==> src/rtl/core/mbp_pkg.sv <==
// Shared types and constants for the MSB-first bit packer.
// No dependencies; imported by every module of the block.
package mbp_pkg;

  localparam int unsigned BYTE_BITS     = 8;
  localparam int unsigned VALUE_BITS    = 32;
  localparam int unsigned MAX_CODE_BITS = 32;
  // Longest code actually taken; longer lengths saturate to it.
  localparam int unsigned CODE_LIMIT    =
    (MAX_CODE_BITS < VALUE_BITS) ? MAX_CODE_BITS : VALUE_BITS;
  localparam int unsigned LEN_W         = 6;
  localparam int unsigned MAX_BYTES     = 4;
  localparam int unsigned CNT_W         = 3;
  localparam int unsigned IDX_W         = 2;
  localparam int unsigned QUEUE_DEPTH   = 2;
  localparam int unsigned QPTR_W        = 1;
  localparam int unsigned QCNT_W        = 2;

  typedef enum logic [1:0] {
    OP_WRITE       = 2'd0,
    OP_ALIGN_ONES  = 2'd1,
    OP_FLUSH_ZEROS = 2'd2,
    OP_TRAIL_ALIGN = 2'd3
  } op_e;

  // Bytes produced by one input item; bytes[0] goes out first.
  typedef struct packed {
    logic [MAX_BYTES-1:0][BYTE_BITS-1:0] bytes;
    logic [CNT_W-1:0]                    cnt;
  } packet_t;

endpackage

==> src/rtl/core/mbp_front.sv <==
// Front end: holds the pending bits and turns each accepted word into a
// packet of 0..4 finished bytes. Depends on mbp_pkg.
module mbp_front import mbp_pkg::*; (
  input  logic                  clk_i,
  input  logic                  rst_ni,
  input  logic                  accept_i,
  input  logic [1:0]            op_i,
  input  logic [VALUE_BITS-1:0] code_value_i,
  input  logic [LEN_W-1:0]      code_length_i,
  output logic                  pkt_valid_o,
  output packet_t               pkt_o
);

  logic [BYTE_BITS-1:0] bits_q, bits_d;
  logic [CNT_W-1:0]     cnt_q, cnt_d;

  op_e                             op;
  logic [LEN_W-1:0]                len;
  logic [LEN_W-1:0]                lsh;
  logic [VALUE_BITS-1:0]           v_lj;
  logic [VALUE_BITS+BYTE_BITS-1:0] win;
  logic [VALUE_BITS+BYTE_BITS-1:0] win_sh;
  logic [LEN_W-1:0]                total;
  logic [CNT_W-1:0]                nbytes;

  assign op  = op_e'(op_i);
  assign len = (code_length_i > LEN_W'(CODE_LIMIT)) ? LEN_W'(CODE_LIMIT) : code_length_i;
  assign lsh = LEN_W'(VALUE_BITS) - len;

  // Left-justify the code; bits above the length fall off the top.
  assign v_lj = (len == '0) ? '0 : (code_value_i << lsh[LEN_W-2:0]);

  // 40-bit window: pending bits first, then the code right behind them.
  assign win    = {bits_q, {VALUE_BITS{1'b0}}} | ({v_lj, {BYTE_BITS{1'b0}}} >> cnt_q);
  assign total  = len + LEN_W'(cnt_q);
  assign nbytes = total[LEN_W-1:CNT_W];
  assign win_sh = win << {nbytes, 3'b000};

  always_comb begin
    pkt_o  = '0;
    bits_d = bits_q;
    cnt_d  = cnt_q;
    case (op)
      OP_WRITE: begin
        for (int k = 0; k < MAX_BYTES; k++) begin
          pkt_o.bytes[k] = win[VALUE_BITS+BYTE_BITS-1-BYTE_BITS*k -: BYTE_BITS];
        end
        pkt_o.cnt = nbytes;
        bits_d    = win_sh[VALUE_BITS+BYTE_BITS-1 -: BYTE_BITS];
        cnt_d     = total[CNT_W-1:0];
      end
      OP_ALIGN_ONES: begin
        pkt_o.bytes[0] = bits_q | (8'hFF >> cnt_q);
        pkt_o.cnt      = (cnt_q != '0) ? CNT_W'(1) : '0;
        bits_d         = '0;
        cnt_d          = '0;
      end
      OP_FLUSH_ZEROS: begin
        pkt_o.bytes[0] = bits_q;
        pkt_o.cnt      = (cnt_q != '0) ? CNT_W'(1) : '0;
        bits_d         = '0;
        cnt_d          = '0;
      end
      OP_TRAIL_ALIGN: begin
        // stop bit lands right after the pending bits, even with 7 pending
        pkt_o.bytes[0] = bits_q | (8'h80 >> cnt_q);
        pkt_o.cnt      = CNT_W'(1);
        bits_d         = '0;
        cnt_d          = '0;
      end
      default: begin
        pkt_o.cnt = '0;
      end
    endcase
  end

  assign pkt_valid_o = accept_i && (pkt_o.cnt != '0);

  always_ff @(posedge clk_i or negedge rst_ni) begin
    if (!rst_ni) begin
      bits_q <= '0;
      cnt_q  <= '0;
    end else if (accept_i) begin
      bits_q <= bits_d;
      cnt_q  <= cnt_d;
    end
  end

endmodule

==> src/rtl/core/mbp_queue.sv <==
// Two-entry packet queue between front and back end.
// Depends on mbp_pkg.
module mbp_queue import mbp_pkg::*; (
  input  logic    clk_i,
  input  logic    rst_ni,
  input  logic    wr_i,
  input  packet_t wdata_i,
  input  logic    rd_i,
  output packet_t rdata_o,
  output logic    full_o,
  output logic    empty_o
);

  packet_t           mem_q [QUEUE_DEPTH];
  logic [QPTR_W-1:0] wptr_q, rptr_q;
  logic [QCNT_W-1:0] count_q;
  logic              do_wr, do_rd;

  assign full_o  = (count_q == QCNT_W'(QUEUE_DEPTH));
  assign empty_o = (count_q == '0);
  assign do_wr   = wr_i && !full_o;
  assign do_rd   = rd_i && !empty_o;
  assign rdata_o = mem_q[rptr_q];

  always_ff @(posedge clk_i) begin
    if (do_wr) begin
      mem_q[wptr_q] <= wdata_i;
    end
  end

  always_ff @(posedge clk_i or negedge rst_ni) begin
    if (!rst_ni) begin
      wptr_q  <= '0;
      rptr_q  <= '0;
      count_q <= '0;
    end else begin
      if (do_wr) wptr_q <= wptr_q + QPTR_W'(1);
      if (do_rd) rptr_q <= rptr_q + QPTR_W'(1);
      count_q <= count_q + QCNT_W'(do_wr) - QCNT_W'(do_rd);
    end
  end

endmodule

==> src/rtl/core/mbp_back.sv <==
// Back end: unloads packets from the queue and hands out one byte per
// pop, flagging the last byte of each packet. Depends on mbp_pkg.
module mbp_back import mbp_pkg::*; (
  input  logic                 clk_i,
  input  logic                 rst_ni,
  input  packet_t              pkt_i,
  input  logic                 pkt_avail_i,
  output logic                 pkt_take_o,
  input  logic                 pop_i,
  output logic                 empty_o,
  output logic [BYTE_BITS-1:0] out_byte_o,
  output logic                 last_byte_o
);

  packet_t          cur_q;
  logic             valid_q;
  logic [IDX_W-1:0] idx_q;
  logic             last;
  logic             take_byte;

  assign last        = ({1'b0, idx_q} == CNT_W'(cur_q.cnt - CNT_W'(1)));
  assign take_byte   = pop_i && valid_q;
  assign pkt_take_o  = pkt_avail_i && (!valid_q || (take_byte && last));
  assign empty_o     = !valid_q;
  assign out_byte_o  = cur_q.bytes[idx_q];
  assign last_byte_o = last;

  always_ff @(posedge clk_i) begin
    if (pkt_take_o) begin
      cur_q <= pkt_i;
    end
  end

  always_ff @(posedge clk_i or negedge rst_ni) begin
    if (!rst_ni) begin
      valid_q <= 1'b0;
      idx_q   <= '0;
    end else if (pkt_take_o) begin
      valid_q <= 1'b1;
      idx_q   <= '0;
    end else if (take_byte) begin
      if (last) begin
        valid_q <= 1'b0;
        idx_q   <= '0;
      end else begin
        idx_q <= idx_q + IDX_W'(1);
      end
    end
  end

  // empty packets never reach the back end
  a_cnt_nonzero: assert property (@(posedge clk_i) disable iff (!rst_ni)
    valid_q |-> (cur_q.cnt != '0))
    else $error("back end holds a packet with no bytes");

  a_idx_in_range: assert property (@(posedge clk_i) disable iff (!rst_ni)
    valid_q |-> ({1'b0, idx_q} < cur_q.cnt))
    else $error("byte index beyond packet length");

  a_mid_packet: assert property (@(posedge clk_i) disable iff (!rst_ni)
    (take_byte && !last) |=> (valid_q && $stable(cur_q.cnt)))
    else $error("packet dropped before its last byte");

  a_last_advance: assert property (@(posedge clk_i) disable iff (!rst_ni)
    (take_byte && last && !pkt_avail_i) |=> !valid_q)
    else $error("stale packet after last byte");

endmodule

==> src/rtl/core/msb_first_bit_packer_core.sv <==
// MSB-first bit packer: appends codes of 0..32 bits to a byte stream.
// Accepts one word per cycle while full is low; a word yields 0..4 bytes,
// which leave in stream order one per pop, the last one of each word
// flagged. A word that yields n bytes (four at most for a full 32-bit
// write) takes n pops; words yielding no byte never enter the queue. The
// one-byte result port sets the sustained rate of one byte per cycle while
// pop is held and bytes are waiting. A word's packet is written to the
// two-entry packet queue, then loaded into the back end's packet register
// once that is free; the queue separates the input side from the result side. Depends on mbp_pkg and the mbp_* modules.
module msb_first_bit_packer_core import mbp_pkg::*; (
  input  logic                  clk_i,
  input  logic                  rst_ni,
  input  logic                  push,
  output logic                  full,
  input  logic [1:0]            op_i,
  input  logic [VALUE_BITS-1:0] code_value_i,
  input  logic [LEN_W-1:0]      code_length_i,
  output logic                  empty,
  input  logic                  pop,
  output logic [BYTE_BITS-1:0]  out_byte_o,
  output logic                  last_byte_o
);

  logic    accept;
  logic    pkt_valid;
  packet_t pkt_in, pkt_out;
  logic    q_empty;
  logic    pkt_take;

  assign accept = push && !full;

  mbp_front u_front (
    .clk_i         (clk_i),
    .rst_ni        (rst_ni),
    .accept_i      (accept),
    .op_i          (op_i),
    .code_value_i  (code_value_i),
    .code_length_i (code_length_i),
    .pkt_valid_o   (pkt_valid),
    .pkt_o         (pkt_in)
  );

  mbp_queue u_queue (
    .clk_i   (clk_i),
    .rst_ni  (rst_ni),
    .wr_i    (pkt_valid),
    .wdata_i (pkt_in),
    .rd_i    (pkt_take),
    .rdata_o (pkt_out),
    .full_o  (full),
    .empty_o (q_empty)
  );

  mbp_back u_back (
    .clk_i       (clk_i),
    .rst_ni      (rst_ni),
    .pkt_i       (pkt_out),
    .pkt_avail_i (!q_empty),
    .pkt_take_o  (pkt_take),
    .pop_i       (pop),
    .empty_o     (empty),
    .out_byte_o  (out_byte_o),
    .last_byte_o (last_byte_o)
  );

endmodule
==> config.mk <==
export PLATFORM = sky130hd
export DESIGN_NAME = msb_first_bit_packer_core
export DESIGN_NICKNAME = d
export VERILOG_FILES = /design/src/rtl/core/mbp_pkg.sv /design/src/rtl/core/mbp_front.sv /design/src/rtl/core/mbp_queue.sv /design/src/rtl/core/mbp_back.sv /design/src/rtl/core/msb_first_bit_packer_core.sv
export SDC_FILE = /design/constraint.sdc
export NUM_CORES = 1
export LEC_CHECK = 0
export ABC_CLOCK_PERIOD_IN_PS = 9200
export BUFFER_PORTS_ARGS = -buffer_cell sky130_fd_sc_hd__buf_2
export CAP_MARGIN = 20
export CORE_MARGIN = 3
export CORE_UTILIZATION = 45
export DETAILED_ROUTE_END_ITERATION = 7
export GPL_ROUTABILITY_DRIVEN = 0
export GPL_TIMING_DRIVEN = 1
export PLACE_DENSITY_LB_ADDON = 0.3
export SYNTH_ARGS = -nofsm -noshare
export SYNTH_HDL_FRONTEND = slang
export SYNTH_HIERARCHICAL = 1
export SYNTH_SLANG_ARGS = --single-unit
==> constraint.sdc <==
create_clock -name clk_i -period 9.2 [get_ports clk_i]
set_input_delay 1.38 -clock clk_i [delete_from_list [all_inputs] [get_ports clk_i]]
set_output_delay 1.38 -clock clk_i [all_outputs]
set_load 0.02 [all_outputs]
==> metrics.cfg, run 1 <==
[clock_tree]
clk_latency_ps=410
holdBufCountCts=0
cts_inserted_buffers=17
postCtsSetupBuffers=0
clkTransAtPathRegs_ps=60
cts_tree=done
clock-sinks=123
clk_path_buf_depth=2
h-tree-depth=4
cts_resized=0
cts_root_buffer=clkbuf_16

[critical_path]
worst_setup_path_end_kind=flop
cpMostUsedCell=a22oi_1
path_class=in -> reg
crit_fanout=33
critPathMaxStageDelay_ps=820
worst-path-buf-inv=3
r2r-start=u_front/cnt_q[1]
start_kind=input pin
crit_start=code_length_i[5]
worstPathCellList=buf_2 -> and2b_4 -> inv_2 -> ha_2 -> xor2_4 -> buf_4 -> mux4_2 -> a22oi_1 -> a21oi_1 -> o31ai_1 -> a22oi_1 -> nand4_1 -> o211ai_1
crit_slowest_cell=o31ai_1
required_ps=9480
crit_family=compound AO/OA/AOI/OAI gates
cp.arrival_ps=6600

[synthesis]
yosysTopAreaCellShare_pct=31.4
synth_cell_type_count=99
synth_edf_count=105
synth.area.top_cells=edfxtp_1 31%, mux4_2 7.2%, mux2_4 5.2%, mux2i_1 5.2%, dfrtp_1 4.5%
synthFlopType=edfxtp_1
synth_top_area_cell=edfxtp_1
netlist_area_sq_um=10000
synth-compound-area-share_pct=18.4
syn_inst=940
yosysWarnings=6
synth.top_cells.by_count=105 x edfxtp_1, 83 x nor2_1, 71 x nand2_1, 52 x mux2i_1, 35 x mux2_4
synth-xor-area-share_pct=1.50
yosysMostFrequentCell=edfxtp_1
synthAdderAreaFrac_pct=0.948
async_flop_share_pct=14.6
syn_nets=991
synth_simple_gate_area_share_pct=14.6
synth.area.mux_share_pct=23.4
synth_top_family_by_area=multiplexers
synth_area_per_cell_sq_um=10.7
ys_ff_latch=123
seq_area_frac_synth_pct=35.9

[min_path]
worstHoldStart=u_queue/count_q[1]
hold_class=reg -> reg

[floorplanning]
ios=55
die_w_um=155
die_h_um=155
rows=53
coreArea_sq_um=21500
start_util_pct=46.7
dieArea_sq_um=24100

[place]
dp_hpwl_um=21600
placed_cells_incl_taps=1213
io_buffers=54

[sta]
drv_slew=0
hold_viol=0
grt_setup_unrepaired=no
setup_tns_ps=0
fmax_ghz=0.158
period_share_pct=68.7
slew_headroom_pct=26.7
finalWorstPathRequiredPeriod_ps=6320
skew_ps=11.2
tightestPinTransition_ps=1100
final-setup-viol-count=0

[final_layout]
postLayoutCoreUtil_pct=51.1
fill_cells=1891
syn_to_final_growth_pct=9.43
post_layout_nonfiller_instances=1245
nets=1008
drive_gt1_share_pct=25.8
insertedDiodeCount=0

[route]
drt-vias-per-instance=6.70
vias=8345
dr.pass1.iters=6
drc_errors=0
wl_per_cell_um=23.6
antenna_left=0
finalWirelength_um=29400
drt_iter0_drc=1231

[run]
maxCapViolCount=0

[grt]
grt_pass1_wl_um=45900
grt_use_total_pct=24.2
grt_antenna_before_repair=0
first_global_vias=7981
grt_overflow=0
grt_max_degree=75

[power]
p_per_area_nw_per_um2=239
leakagePower_nw=4.06
ir_worst_vdd_mv=0.123

[outcome]
status=finished clean

==> metrics by stage <==
step | power (mW) | instance area (sq um) | hold WS, ps | worst slack (ps)
floorplan | 1.66 | 10000 | 461 | 3320
global placement | 1.89 | 10300 | 488 | 2790
detailed placement | 1.91 | 10300 | 493 | 2630
CTS | 2.62 | 11000 | 505 | 3050
global route | 2.75 | 11000 | 543 | 2710
finish | 2.62 | 11000 | 501 | 2880
==> routing by layer <==
metal,vias up,GRT usage (%),wire (um)
met5,-,0,0
met4,0,9.75,1250
met3,102,5.73,2860
met2,570,37.7,13300
met1,3921,32.6,12000
li1,3752,-,-
==> worst register-to-register path: cells and delay by family (launching register included) <==
family                   cells  cell delay (ps)
AND/OR/NAND/NOR              7             1290
buffers and inverters        3             1200
adder cells (fa/ha/maj)      1              560
flip-flops                   1              330
XOR/XNOR                     1              170
AO/OA/AOI/OAI                1              120
==> where the power goes <==
part           switching, mW  leakage [nW]  internal [mW]
clock network          0.242         0.303          0.461
registers             0.0983          1.20          0.762
logic                  0.614          2.55          0.446
total                  0.953          4.06           1.67
==> cell usage in the layout (no fill, tap or decap), drive strengths merged, types with 7 or more instances in the layout <==
master    n
mux2i    52
a21o      9
a221oi    7
mux2     75
nor3     30
inv      24
dfrtp    18
nand3    20
edfxtp  105
clkbuf   18
o22ai    21
and2     12
nand2    72
buf      70
o211ai   13
nor2     84
nor2b    14
a211oi   23
o21ai    36
a21oi    27
o31ai     9
xnor2     9
mux4     37
a22oi     9
a31oi    12
and3      7
or3      11
==> sequential cells by signal (all words and copies together), names as in the netlist <==
name and count:
u_back/idx_q 2, u_back/valid_q 1, u_back/cur_q 35, u_queue/rptr_q 1
u_front/bits_q 8, u_front/cnt_q 3, u_queue/wptr_q 1, u_queue/count_q 2
u_queue/mem_q 70
==> cell families after synthesis <==
family	count (synthesis)
AO/OA/AOI/OAI	249
XOR/XNOR	15
AND/OR/NAND/NOR	288
flip-flops	123
multiplexers	164
adder cells (fa/ha/maj)	7
buffers and inverters	94
==> layout make-up <==
cell class	instances	area (sq um)	share of cell area [%]
well taps	275	344	3.13
repair buffers	70	390	3.56
clock buffers	18	439	4.00
multi-input cells	723	5920	54.0
flip-flops and latches	123	3610	32.8
inverters	22	82.6	0.752
clock inverters	14	193	1.76
==> final timing paths <==
path | end | slack (ps) | cells past startpoint
max in group asynchronous | u_front/cnt_q[2] | 7820 | 1
min | u_queue/count_q[1] | 500 | 1
max reg2reg | u_queue/mem_q[0][8] | 5160 | 13
min in group asynchronous | u_back/idx_q[0] | 960 | 1
max | u_front/bits_q[2] | 2880 | 13
min reg2reg | u_queue/count_q[1] | 500 | 1
Note: power is estimated with default switching activity, not from simulation.
==> run 2: changes to the inputs <==
--- a/config.mk
+++ b/config.mk
@@ -5,7 +5,7 @@
 export SDC_FILE = /design/constraint.sdc
 export NUM_CORES = 1
 export LEC_CHECK = 0
-export ABC_CLOCK_PERIOD_IN_PS = 9200
+export ABC_CLOCK_PERIOD_IN_PS = 5200
 export BUFFER_PORTS_ARGS = -buffer_cell sky130_fd_sc_hd__buf_2
 export CAP_MARGIN = 20
 export CORE_MARGIN = 3
==> constraint.sdc (replaced) <==
create_clock -name clk_i -period 5.2 [get_ports clk_i]
set_input_delay 0.78 -clock clk_i [delete_from_list [all_inputs] [get_ports clk_i]]
set_output_delay 0.78 -clock clk_i [all_outputs]
set_load 0.02 [all_outputs]
==> metrics.cfg, run 2 (synthesis results as in run 1) <==
[place]
dp_slack_ps=620
post_dp_cell_area_sq_um=10500
io_buffers=54
dp_hpwl_um=21300

[clock_tree]
clock-sinks=123
postCtsSetupBuffers=0
cts_inserted_buffers=17
h-tree-depth=4
clk_latency_ps=410
holdBufCountCts=0
cts_tree=done
cts_resized=0
clkTransAtPathRegs_ps=50
cts_root_buffer=clkbuf_16
clk_path_buf_depth=2

[sta]
whs_ps=359
hold_viol=0
fmax_ghz=0.233
finalWorstPathRequiredPeriod_ps=4300
slew_headroom_pct=29.5
skew_ps=7.61
drv_slew=0
setup_tns_ps=0
tightestPinTransition_ps=1050
period_share_pct=82.6
fin_ws_ps=904
grt_setup_unrepaired=no
final-setup-viol-count=0

[final_layout]
final_cell_mix=105 x edfxtp_1, 82 x nor2_1, 71 x nand2_1
syn_to_final_growth_pct=11.0
drive_gt1_share_pct=26.9
postLayoutCoreUtil_pct=51.8
final_common_cell=edfxtp_1
largest_registers=u_queue/mem_q (70), u_back/cur_q (35), u_front/bits_q (8)
largest_register=u_queue/mem_q
fill_cells=1941
insertedDiodeCount=0
largest_reg_flops=70
stdcell_area_sq_um=11100
nets=1028

[critical_path]
crit_end=u_front/bits_q[5]
crit_start=code_length_i[5]
r2r-start=u_front/cnt_q[1]
required_ps=5490
cp.arrival_ps=4590
crit_fanout=12
worst_setup_path_end_kind=flop
path_class=in -> reg
r2r_end=u_queue/mem_q[0][34]
r2r_cells=12
reg2reg_slack_ps=1560
start_kind=input pin

[grt]
grt_max_degree=49
grt_overflow=0
grt_antenna_before_repair=0
grt_pass1_wl_um=45400
first_global_vias=7989
grt_use_total_pct=23.9

[route]
antenna_left=0
drt-vias-per-instance=6.61
finalWirelength_um=28600
drt_iter0_drc=1260
wl_per_cell_um=22.6
drc_errors=0
dr.pass1.iters=6
vias=8363

[floorplanning]
dieArea_sq_um=24100
start_util_pct=46.7
die_h_um=155
rows=53
ios=55
die_w_um=155
coreArea_sq_um=21500

[run]
maxCapViolCount=0

[power]
p_per_area_nw_per_um2=414
ir_worst_vdd_mv=0.253
leakagePower_nw=4.16

[outcome]
status=finished clean

[min_path]
hold_class=in -> async

[run 2: how the worst min path moves through the flow]
stage	to	slack [ps]	depth (start not counted)
after floorplan	u_queue/count_q[1]	470	1
after global placement	u_queue/count_q[1]	490	1
after detailed placement	u_queue/count_q[1]	500	1
after CTS	u_back/idx_q[0]	360	1
after global routing	u_front/bits_q[5]	380	1
final	u_back/idx_q[0]	360	1
[run 2: final cells by class]
class                           count  area [sq um]  share of cell area (%)
Multi-Input combinational cell    723          5930                    53.2
Sequential cell                   123          3610                    32.4
Timing Repair Buffer               90           566                    5.08
Clock buffer                       25           495                    4.45
Tap cell                          275           344                    3.09
Clock inverter                      7           113                    1.01
Inverter                           22          82.6                   0.742
[run 2: stage by stage]
stage	instances	total power, mW
after floorplan	940	2.93
after CTS	1265	4.61
final	1265	4.61
after detailed placement	1233	3.41
after global routing	1265	4.84
after global placement	1233	3.38
[run 2: routing by layer]
metal	vias up	wire length [um]	global-route usage, %
met2	493	13200	37.8
met1	4005	12000	32.9
met5	-	0	0
met3	92	2300	3.87
li1	3773	-	-
met4	0	1110	9.55
[run 2: power by group]
group	switching, mW	total [mW]	internal (mW)
Combinational	1.14	1.96	0.815
Sequential	0.114	1.46	1.35
Clock	0.384	1.18	0.801
Total	1.64	4.61	2.97
[run 2: critical path: stages]
cell and delay (ps):
buf_2 110, inv_1 120, nand2_1 140, ha_2 420
buf_4 220, mux2i_1 400, nor2_1 90, a211oi_2 390
o31ai_2 210, a221oi_2 450, mux2i_1 280, a221oi_1 610
o2111ai_1 150, and3_1 200
==> run 3: changes to the inputs <==
--- a/config.mk
+++ b/config.mk
@@ -5,7 +5,8 @@
 export SDC_FILE = /design/constraint.sdc
 export NUM_CORES = 1
 export LEC_CHECK = 0
-export ABC_CLOCK_PERIOD_IN_PS = 5200
+export ABC_AREA = 1
+export ABC_CLOCK_PERIOD_IN_PS = 3650
 export BUFFER_PORTS_ARGS = -buffer_cell sky130_fd_sc_hd__buf_2
 export CAP_MARGIN = 20
 export CORE_MARGIN = 3
==> constraint.sdc (replaced) <==
create_clock -name clk_i -period 3.65 [get_ports clk_i]
set_input_delay 0.5475 -clock clk_i [delete_from_list [all_inputs] [get_ports clk_i]]
set_output_delay 0.5475 -clock clk_i [all_outputs]
set_load 0.02 [all_outputs]
==> metrics.cfg, run 3 <==
[outcome]
status=finished clean

[synthesis]
synth_area_per_cell_sq_um=7.08
synth_simple_gate_area_share_pct=42.9
synthAdderAreaFrac_pct=1.07
synth.area.mux_share_pct=0
yosysWarnings=6
synth_top_area_cell=edfxtp_1
yosysMostFrequentCell=nand2_1
syn_inst=1250
netlist_area_sq_um=8850
synth.top_cells.by_count=460 x nand2_1, 297 x nand3_1, 105 x edfxtp_1, 65 x inv_1, 53 x nor2_1
synth_top_family_by_area=simple AND/OR/NAND/NOR gates
syn_nets=1301
synth-xor-area-share_pct=0.608
yosysTopAreaCellShare_pct=35.6
async_flop_share_pct=14.6
seq_area_frac_synth_pct=40.7
synth_cell_type_count=46
synth.area.top_cells=edfxtp_1 36%, nand2_1 20%, nand3_1 17%, dfrtp_1 5.1%, inv_1 2.8%
synth-compound-area-share_pct=6.86
synthFlopType=edfxtp_1
ys_ff_latch=123
synth_edf_count=105

[critical_path]
crit_start=code_length_i[2]
r2r-start=u_front/cnt_q[1]
r2r_end=u_queue/mem_q[1][15]
worst_setup_path_end_kind=flop
required_ps=3750
cp.arrival_ps=3280
r2r_cells=16
path_class=in -> reg
reg2reg_slack_ps=660
crit_fanout=35
crit_end=u_queue/mem_q[1][15]
start_kind=input pin

[sta]
finalWorstPathRequiredPeriod_ps=3180
grt_setup_unrepaired=no
hold_viol=0
fmax_ghz=0.314
fin_ws_ps=468
slew_headroom_pct=57.8
whs_ps=90.0
period_share_pct=87.2
setup_tns_ps=0
tightestPinTransition_ps=633
skew_ps=13.1
final-setup-viol-count=0
drv_slew=0

[final_layout]
syn_to_final_growth_pct=13.0
final_common_cell=nand2_1
final_cell_mix=460 x nand2_1, 297 x nand3_1, 105 x edfxtp_1
fill_cells=1840
drive_gt1_share_pct=12.8
post_layout_nonfiller_instances=1563
nets=1341
largest_reg_flops=70
insertedDiodeCount=0
largest_register=u_queue/mem_q
largest_registers=u_queue/mem_q (70), u_back/cur_q (35), u_front/bits_q (8)

[route]
vias=8663
finalWirelength_um=23900
drt-vias-per-instance=5.54
antenna_left=0
dr.pass1.iters=5
drt_iter0_drc=841
drc_errors=0
wl_per_cell_um=15.3

[clock_tree]
cts_tree=done
postCtsSetupBuffers=0
cts_resized=0
h-tree-depth=4
clk_latency_ps=420
clkTransAtPathRegs_ps=60
cts_root_buffer=clkbuf_16
cts_inserted_buffers=17
clk_path_buf_depth=2
holdBufCountCts=0
clock-sinks=123

[floorplanning]
die_h_um=146
ios=55
die_w_um=146
dieArea_sq_um=21400
start_util_pct=46.5
coreArea_sq_um=19000
rows=50

[place]
dp_hpwl_um=17700
io_buffers=54
dp_slack_ps=43.8
placed_cells_incl_taps=1531

[min_path]
hold_class=in -> async

[grt]
grt_max_degree=40
grt_antenna_before_repair=0
grt_overflow=0
first_global_vias=8022
grt_pass1_wl_um=39000
grt_use_total_pct=22.3

[power]
power_mw=6.42
leakagePower_nw=4.67
ir_worst_vdd_mv=0.292
p_per_area_nw_per_um2=642

[run]
maxCapViolCount=0

-- run 3: cell type report --
cell class                 instances  area (sq um)  area share (%)
inverter                          78           307            3.07
clock buffer                      20           437            4.37
multi-input combinational        979          4570            45.7
timing repair buffer              91           586            5.86
tap                              260           325            3.25
clock inverter                    12           171            1.71
sequential                       123          3600            36.0
-- run 3: logic make-up after synthesis --
| group | after synthesis |
|---|---|
| compound gates | 111 |
| simple gates | 857 |
| fa+ha+maj | 7 |
| xor+xnor | 4 |
| buf+inv | 148 |
| flops | 123 |
-- run 3: worst min path at each step --
stage | start | endpoint | slack (ps) | cells past startpoint
after floorplan | rst_ni | u_back/idx_q[0] | 250 | 0
after global placement | u_queue/wptr_q | u_queue/wptr_q | 460 | 2
after detailed placement | u_front/bits_q[7] | u_front/bits_q[7] | 470 | 2
after CTS | rst_ni | u_front/bits_q[0] | 100 | 1
after global routing | rst_ni | u_back/idx_q[0] | 110 | 1
final | rst_ni | u_back/idx_q[0] | 90 | 1
-- run 3: power breakdown --
group	switching, mW	total, mW	internal, mW
Combinational	1.85	2.65	0.808
Clock	0.591	1.73	1.14
Sequential	0.133	2.04	1.90
Total	2.57	6.42	3.85
-- run 3: per-layer routing --
layer / part of all wire [%] / up-vias / track usage [%]
li1: - / 4298 / -
met1: 44 / 3934 / 30.4
met2: 47 / 389 / 35.6
met3: 7.4 / 42 / 4.66
met4: 1.9 / 0 / 7.29
met5: 0 / - / 0
-- run 3: stage by stage --
stage / utilization, % / instance area, sq um
2_1_floorplan: - / 8860
3_3_place_gp: 49.4 / 9390
3_5_place_dp: 49.4 / 9390
4_1_cts: 52.6 / 10000
5_1_grt: 52.6 / 10000
6_report: 52.6 / 10000
-- run 3: critical path, cell delays in order --
cell and delay [ps]:
buf_2 130, nor2_1 120, nand3_2 110, nand2_4 100, nand2_2 120, inv_2 90
nand2_1 100, fa_1 420, nor2_1 110, o21ai_0 90, o21ai_0 100, o21a_1 190
inv_1 60, nor2_1 220, o31ai_1 120, inv_1 80, nand2_1 70, buf_4 150
nor2_4 90, buf_12 220
